==> config.mk <==
export PLATFORM = sky130hd
export DESIGN_NAME = utf8_stream_validator
export DESIGN_NICKNAME = d
export VERILOG_FILES = /design/src/rtl/utf8v_pkg.sv /design/src/rtl/utf8_stream_validator.sv /design/src/rtl/utf8v_in_reg.sv /design/src/rtl/utf8v_step.sv
export SDC_FILE = /design/constraint.sdc
export NUM_CORES = 1
export LEC_CHECK = 0
export ABC_AREA = 1
export CORE_MARGIN = 2
export CORE_UTILIZATION = 55
export CTS_BUF_LIST = sky130_fd_sc_hd__clkbuf_8
export CTS_CLUSTER_SIZE = 8
export DETAILED_ROUTE_END_ITERATION = 10
export DONT_BUFFER_PORTS = 1
export PLACE_DENSITY_LB_ADDON = 0.05
export SYNTH_ARGS = -nofsm -noshare
export SYNTH_HDL_FRONTEND = slang
export SYNTH_SLANG_ARGS = --single-unit
==> constraint.sdc <==
create_clock -name clk -period 5.3 [get_ports clk]
set_input_delay 0.53 -clock clk [delete_from_list [all_inputs] [get_ports clk]]
set_output_delay 0.53 -clock clk [all_outputs]
set_load 0.02 [all_outputs]
==> src/rtl/utf8v_pkg.sv <==
// Shared types and constants for the UTF-8 stream validator.
`timescale 1ns / 1ps

package utf8v_pkg;

  typedef struct packed {
    logic [7:0] byte_in;
    logic       end_of_buffer;
  } in_word_t;

  typedef struct packed {
    logic [20:0] code_point;
    logic        point_ready;
    logic [2:0]  status;
    logic        buffer_done;
    logic        buffer_ok;
  } out_word_t;

  typedef struct packed {
    logic [1:0]  bytes_still_needed;
    logic [1:0]  sequence_length;
    logic [20:0] partial_value;
    logic [2:0]  sticky_error;
  } dec_state_t;

  localparam logic [2:0] ST_OK       = 3'd0;
  localparam logic [2:0] ST_BAD_LEAD = 3'd1;
  localparam logic [2:0] ST_BAD_CONT = 3'd2;
  localparam logic [2:0] ST_RANGE    = 3'd3;
  localparam logic [2:0] ST_ZERO     = 3'd4;
  localparam logic [2:0] ST_TRUNC    = 3'd5;

  localparam logic [7:0] ZERO_BYTE  = 8'h00;
  localparam logic [7:0] ASCII_LO   = 8'h01;
  localparam logic [7:0] ASCII_HI   = 8'h7f;
  localparam logic [7:0] LEAD2_LO   = 8'hc2;
  localparam logic [7:0] LEAD2_HI   = 8'hdf;
  localparam logic [7:0] LEAD3_LO   = 8'he0;
  localparam logic [7:0] LEAD3_HI   = 8'hef;
  localparam logic [7:0] LEAD4_LO   = 8'hf0;
  localparam logic [7:0] LEAD4_HI   = 8'hf4;
  localparam logic [1:0] CONT_TAG   = 2'b10;

  localparam logic [20:0] MIN_THREE = 21'h000800;
  localparam logic [20:0] MIN_FOUR  = 21'h010000;
  localparam logic [20:0] SURR_LO   = 21'h00d800;
  localparam logic [20:0] SURR_HI   = 21'h00dfff;
  localparam logic [20:0] MAX_POINT = 21'h10ffff;

endpackage

==> src/rtl/utf8_stream_validator.sv <==
// Top level of the strict UTF-8 stream validator and decoder.
`timescale 1ns / 1ps

// The block takes one byte per cycle unless the output stalls, and returns one result
// word per byte; each byte passes through the input register and then the decode
// stage that updates the sequence state and loads the result register. Both stages
// advance together whenever the result register is empty or being read, so a full
// stream runs at one byte per clock; the only loop is the state update in the decode
// stage. The first error of a buffer is held and reported on every later byte, and the
// state returns to its reset value after the byte marked as the end of the buffer.
module utf8_stream_validator (
  input  logic                 clk,
  input  logic                 rst_n,
  input  logic                 in_valid,
  output logic                 in_ready,
  input  utf8v_pkg::in_word_t  in_word,
  output logic                 out_valid,
  input  logic                 out_ready,
  output utf8v_pkg::out_word_t out_word
);
  import utf8v_pkg::*;

  logic       s_valid;
  logic       s_ready;
  in_word_t   s_word;
  dec_state_t state_r;
  dec_state_t state_nxt;
  out_word_t  res_word;
  out_word_t  out_word_r;
  logic       out_valid_r;
  logic       load;

  utf8v_in_reg u_in_reg (
    .clk      (clk),
    .rst_n    (rst_n),
    .in_valid (in_valid),
    .in_ready (in_ready),
    .in_word  (in_word),
    .s_valid  (s_valid),
    .s_ready  (s_ready),
    .s_word   (s_word)
  );

  utf8v_step u_step (
    .cur_word  (s_word),
    .cur_state (state_r),
    .nxt_state (state_nxt),
    .res_word  (res_word)
  );

  assign s_ready   = !out_valid_r || out_ready;
  assign load      = s_valid && s_ready;
  assign out_valid = out_valid_r;
  assign out_word  = out_word_r;

  always_ff @(posedge clk) begin
    if (!rst_n) begin
      state_r     <= '0;
      out_valid_r <= 1'b0;
    end else begin
      if (load) begin
        state_r     <= state_nxt;
        out_valid_r <= 1'b1;
      end else if (out_ready) begin
        out_valid_r <= 1'b0;
      end
    end
  end

  always_ff @(posedge clk) begin
    if (load) begin
      out_word_r <= res_word;
    end
  end

  a_point_ok : assert property (@(posedge clk) disable iff (!rst_n)
    out_valid && out_word.point_ready |-> out_word.status == ST_OK)
    else $error("code point delivered with an error status");

  a_verdict : assert property (@(posedge clk) disable iff (!rst_n)
    out_valid && out_word.buffer_ok |-> out_word.buffer_done && out_word.status == ST_OK)
    else $error("buffer verdict inconsistent with status");

  a_scalar : assert property (@(posedge clk) disable iff (!rst_n)
    out_valid && out_word.point_ready |->
      out_word.code_point <= MAX_POINT &&
      (out_word.code_point < SURR_LO || out_word.code_point > SURR_HI))
    else $error("delivered code point is not a scalar value");

  a_clear : assert property (@(posedge clk) disable iff (!rst_n)
    load && s_word.end_of_buffer |=> state_r == '0)
    else $error("state not cleared after end of buffer");

  a_open_err : assert property (@(posedge clk) disable iff (!rst_n)
    state_r.sticky_error != ST_OK |-> state_r.bytes_still_needed == 2'd0)
    else $error("sequence left open after an error");

endmodule

==> src/rtl/utf8v_in_reg.sv <==
// Input register stage that holds one word between the input port and the decoder.
`timescale 1ns / 1ps

module utf8v_in_reg (
  input  logic               clk,
  input  logic               rst_n,
  input  logic               in_valid,
  output logic               in_ready,
  input  utf8v_pkg::in_word_t in_word,
  output logic               s_valid,
  input  logic               s_ready,
  output utf8v_pkg::in_word_t s_word
);
  import utf8v_pkg::*;

  logic     valid_r;
  in_word_t word_r;

  assign in_ready = !valid_r || s_ready;
  assign s_valid  = valid_r;
  assign s_word   = word_r;

  always_ff @(posedge clk) begin
    if (!rst_n) begin
      valid_r <= 1'b0;
    end else if (in_valid && in_ready) begin
      valid_r <= 1'b1;
    end else if (s_ready) begin
      valid_r <= 1'b0;
    end
  end

  always_ff @(posedge clk) begin
    if (in_valid && in_ready) begin
      word_r <= in_word;
    end
  end

endmodule

==> src/rtl/utf8v_step.sv <==
// Combinational decode of one byte against the current sequence state.
`timescale 1ns / 1ps

module utf8v_step (
  input  utf8v_pkg::in_word_t  cur_word,
  input  utf8v_pkg::dec_state_t cur_state,
  output utf8v_pkg::dec_state_t nxt_state,
  output utf8v_pkg::out_word_t  res_word
);
  import utf8v_pkg::*;

  logic [7:0]  b;
  logic [20:0] v;
  logic        bad_range;
  dec_state_t  st;
  logic [20:0] cp;
  logic        rdy;

  assign b = cur_word.byte_in;
  assign v = {cur_state.partial_value[14:0], b[5:0]};

  assign bad_range = ((cur_state.sequence_length == 2'd2) && (v < MIN_THREE)) ||
                     ((cur_state.sequence_length == 2'd3) && (v < MIN_FOUR)) ||
                     ((v >= SURR_LO) && (v <= SURR_HI)) || (v > MAX_POINT);

  always_comb begin
    st  = cur_state;
    cp  = '0;
    rdy = 1'b0;
    if (cur_state.sticky_error == ST_OK) begin
      if (cur_state.bytes_still_needed == 2'd0) begin
        unique case (b) inside
          ZERO_BYTE: begin
            st.sticky_error = ST_ZERO;
          end
          [ASCII_LO:ASCII_HI]: begin
            cp  = {13'd0, b};
            rdy = 1'b1;
          end
          [LEAD2_LO:LEAD2_HI]: begin
            st.partial_value      = {16'd0, b[4:0]};
            st.bytes_still_needed = 2'd1;
            st.sequence_length    = 2'd1;
          end
          [LEAD3_LO:LEAD3_HI]: begin
            st.partial_value      = {17'd0, b[3:0]};
            st.bytes_still_needed = 2'd2;
            st.sequence_length    = 2'd2;
          end
          [LEAD4_LO:LEAD4_HI]: begin
            st.partial_value      = {18'd0, b[2:0]};
            st.bytes_still_needed = 2'd3;
            st.sequence_length    = 2'd3;
          end
          default: begin
            st.sticky_error = ST_BAD_LEAD;
          end
        endcase
      end else if (b[7:6] != CONT_TAG) begin
        st.sticky_error = ST_BAD_CONT;
      end else begin
        st.partial_value      = v;
        st.bytes_still_needed = cur_state.bytes_still_needed - 2'd1;
        if (cur_state.bytes_still_needed == 2'd1) begin
          if (bad_range) begin
            st.sticky_error = ST_RANGE;
          end else begin
            cp  = v;
            rdy = 1'b1;
          end
          st.sequence_length = 2'd0;
          st.partial_value   = '0;
        end
      end
      if (st.sticky_error != ST_OK) begin
        st.bytes_still_needed = 2'd0;
        st.sequence_length    = 2'd0;
        st.partial_value      = '0;
      end
    end

    if (cur_word.end_of_buffer && (st.sticky_error == ST_OK) &&
        (st.bytes_still_needed != 2'd0)) begin
      st.sticky_error = ST_TRUNC;
    end

    res_word.code_point  = cp;
    res_word.point_ready = rdy;
    res_word.status      = st.sticky_error;
    res_word.buffer_done = cur_word.end_of_buffer;
    res_word.buffer_ok   = cur_word.end_of_buffer && (st.sticky_error == ST_OK);

    nxt_state = cur_word.end_of_buffer ? '0 : st;
  end

endmodule

Yosys cells after proc, flatten, opt, wreduce, memory -nomap -nowiden --
Index checks and enable logic that the tools add are counted.
Operators by class: add/subtract/negate cells 1, magnitude comparators 13, equal/unequal tests 6, mux-type cells 26, reductions and logical operators 33
Operator list (number):
- 28-bit two-way mux | 4
- 21-bit two-way mux | 4
- 25-bit one-hot mux with 3 select lines | 1
- 25-bit two-way mux | 2
- 26-bit two-way mux | 1
- 8-bit >= comparator (second input constant) | 3
- 8-bit less-or-equal comparator (second input constant) | 3
- 21-bit by 16-bit >= comparator with 1-bit output (second input constant) | 1
- 21-bit greater-than comparator (second input constant) | 1
- 21-bit by 16-bit less-or-equal comparator with 1-bit output (second input constant) | 1
- 21-bit by 12-bit < comparator with 1-bit output (second input constant) | 1
- 21-bit by 17-bit < comparator with 1-bit output (second input constant) | 1
- 1-bit logical AND | 12
- 3-bit logical NOT | 3
- 1-bit two-way mux | 9
- 3-bit two-way mux | 3
- 8-bit by 1-bit >= comparator with 1-bit output (second input constant) | 1
- 8-bit by 7-bit less-or-equal comparator with 1-bit output (second input constant) | 1
- 8-bit logical NOT | 1
- 8-bit two-way mux | 1
- 2-bit nonzero test | 4
- 6-bit inequality test (second input constant) | 1
- 3-bit one-hot mux with 2 select lines | 1
- 1-bit logical OR | 5
- 12 further kinds | 14
Storage, ports and cells: register bits 60, bits of input ports 13, output and inout port bits 29

Depth between registers and ports, before layout --
word-level depth 19, mapped depth 18, gate-level depth less buffers 18

By module --
Synthesis repeated with hierarchy kept, for this count alone.
Unflattened totals: cells, all modules 545, area, all modules 4147.7 um2
Modules (own cells, without submodules):
- utf8_stream_validator | times used 1, cells each 216, area an instance 2197.1 um2, sequential area each 1391.3 um2
- utf8v_step | times used 1, cells each 313, area an instance 1629.1 um2, sequential area each 0.0 um2
- utf8v_in_reg | times used 1, cells each 16, area an instance 321.6 um2, sequential area each 290.3 um2

Worst setup path before layout --
Ideal clock, no wire load.
path type register -> register, from register state_r[26] in the netlist's numbering, to register out_word[0] (netlist name), library setup time 266 ps, data arrival time 1804 ps, slack 3229 ps, cell stages (with the launch flop) 16, buffers on the path 1, period minus slack after synthesis 2071 ps, cell sequence dfxtp_1 inv_1 ha_1 clkbuf_2 nor2_4 inv_1 nor2_1 nand2_1 nand2_1 nand3_1 nor2_2 nand2_1 o21ai_0 inv_1 nand2_1 nor3_1
RTL lines:
- from (decl) | line utf8_stream_validator.sv:26 | dec_state_t state_r;
- from (signal assigned) | line utf8_stream_validator.sv:62 | state_r <= state_nxt;

==> results.yml <==
status:
  outcome: "completed"
layout:
  drive_above_1_share_pct: 11.40
  diodes: 0
  final_util_pct: 61.29
  area_growth_pct: 8.571
  fin_area_mm2: 0.003090
  final_cell_mix: "nand2_1, nor2_1, inv_1"
  finalNetCount: 352
power:
  leakage_nw: 1.265
  power_w: 0.001048
  vdd_drop_max_v: 0.0002317
  p_per_area_mw_per_mm2: 339.1
  p_clk_share_pct: 39.2
  comb_power_share_pct: 8.0
  intPower_w: 0.0007882
  seq_power_share_pct: 52.8
  p_switching_w: 0.0002598
  switching_share_pct: 24.79
sta:
  drv_slew: 0
  rsz0062_at_grt: "false"
  fin_crit_sh_pct: 42.94
  setup_ws_ps: 3024
  relSlewSlack_pct: 32.43
  max_freq_ghz: 0.4394
  fin_skew_ps: 8.626
  setup_viol_count_final: 0
  tightest_slew_ps: 1012
  finalSetupTns_ps: 0
  hold_viol: 0
  min_period_ps: 2276
floorplan:
  io_pins: 42
  initial_utilization_pct: 56.45
  chipWidth_um: 75.94
  row_count: 26
  dieArea_mm2: 0.005767
  dieHeight_um: 75.94
  core_mm2: 0.005042
synthesis:
  ys_warn_count: 0
  syn_avg_cell_area_um2: 8.574
  synth.net_count: 347
  syn_inst: 332
  ys_seq_area_share_pct: 54.86
  synth_area_mm2: 0.002846
  synth.ff_latch_count: 60
  synth_cell_types: 30
critical_path:
  startpoint_type: "flip-flop"
  path_delay_family: "simple AND/OR/NAND/NOR gates"
  reg2reg_depth: 14
  critPathBufInv: 3
  required_ps: 5370
  cp_slowest_cell: "dfxtp_1"
  crit_type: "reg2reg"
  cp.depth: 14
  worstReg2RegEnd: "out_word[0]"
  crit_path_frequent_cell: "nand2_1"
  r2r_slack_ps: 3020
  r2r-start: "state_r[26]"
  cp_data_arrival_time_ps: 2340
  cpPeakStageDelay_ps: 410
  worstSetupEndpointType: "flip-flop"
  crit_path_max_fanout: 8
  crit_path_cell_trace: "inv_1 > ha_1 > nor2_4 > inv_1 > nor2_1 > nand2_1 > nand2_1 > nand3_1 > nor2_2 > nand2_1 > o21ai_0 > inv_1 > nand2_1 > nor3_1"
hold_path:
  min_from: "in_word[1]"
  min_path_cells: 0
  hp-class: "in2reg"
  min_to: "u_in_reg.s_word[1]"
placement:
  portBuffers: 0
  gp_congestion: 0.9177
  preCtsSetupSlack_ps: 3056
  hpwl_um: 4038
  place_area_mm2: 0.002887
global_routing:
  grt_util_all_layers_pct: 20.76
  grt_pass1_wl_um: 9328
  antenna_found_initial: 0
  grt_overflow: 0
  grt_max_degree: 30
  grt_pass1_vias: 1899
cts:
  cts_made_buffers: 9
  clk_latency_ps: 330
  htree_levels: 3
  clkTransAtPathRegs_ps: 60
  cts_buffer_depth: 2
  post-cts-setup-buffers: 0
  cts-root-buf: "clkbuf_8"
  cts_tree: "yes"
  postCtsHoldBufs: 0
  cts_resized: 0
  cts_sinks: 60
routing:
  drt_iter0_markers: 167
  drc: 0
  wl_um: 5533
  vias_per_cell: 5.150
  firstDrtPassIters: 4
  wire_per_inst_um: 13.43
  ant_nets: 0
  vias: 2122
job:
  drv_cap: 0
## per-stage QoR
stage	hold WS, ps	cells
after floorplan	471.9	332
after global placement	490.2	396
after detailed placement	497.3	396
after CTS	280.1	412
after global routing	274.0	412
final	296.2	412
## synth_stat cells, drive strengths merged
cell,instances,area share [%]
nor2,63,9.5
a211oi,1,0.26
edfxtp,36,38
clkinv,1,0.18
dfxtp,24,17
inv,52,6.9
ha,2,0.88
o21ai,23,4.2
buf,2,1.1
nand2,62,8.9
nand4,4,0.88
a221oi,2,0.62
clkbuf,4,0.57
o21bai,1,0.26
a21oi,36,6.7
nor3,3,0.70
nand3,16,3.6
## state kept, by name, summed over array words and instances, names as in the netlist
| register | cells |
|---|---|
| out_word | 27 |
| u_in_reg.s_valid | 1 |
| state_r | 22 |
| out_valid | 1 |
| u_in_reg.s_word | 9 |
## worst reg2reg max path: stages (launching register included)
cell	delay (ps)
dfxtp_1	410
inv_1	80
ha_1	310
nor2_4	200
inv_1	100
nor2_1	140
nand2_1	70
nand2_1	80
nand3_1	80
nor2_2	200
nand2_1	70
o21ai_0	100
inv_1	60
nand2_1	70
nor3_1	40
## power by group through the flow
stage	logic [W]	clock network [W]	registers, W
3_3_place_gp	0.0000832	0	0.000563
2_1_floorplan	0.0000719	0	0.000557
5_1_grt	0.0000976	0.000442	0.000556
4_1_cts	0.0000837	0.000417	0.000554
6_report	0.0000839	0.000410	0.000554
3_5_place_dp	0.0000832	0	0.000564
## final cells by class
cell class / instances / area, um2
well taps: 70 / 87.58
multi-input cells: 213 / 1037
inverters: 53 / 200.2
fillers: 429 / 1952
flip-flops and latches: 60 / 1562
clock buffers: 11 / 151.4
clock inverters: 5 / 52.55
## worst max path at each step
| stage | from | end | slack [ps] |
|---|---|---|---|
| floorplan | state_r[26] | out_word[0] | 3230 |
| global placement | u_in_reg.s_word[6] | out_word[4] | 3090 |
| detailed placement | state_r[26] | out_word[0] | 3060 |
| CTS | state_r[26] | out_word[0] | 3030 |
| global route | state_r[26] | out_word[2] | 2700 |
| finish | state_r[26] | out_word[0] | 3020 |
## cells by family after synthesis
kind of cell | Yosys count | share of synthesized area (%)
compound gates | 63 | 12.04
fa+ha+maj | 2 | 0.8790
buf+inv | 59 | 8.703
simple gates | 148 | 23.52
flops | 60 | 54.86
## routing by layer
metal  vias to the layer above  global-route usage, %  share of wire [%]
met4                         0                  9.818                1.2
met1                       952                  32.44                 53
met3                         6                  4.048                4.8
li1                       1095                      -                  -
met5                         -                      0                  0
met2                        69                  27.41                 41
Power figures use the tool's default switching activity.
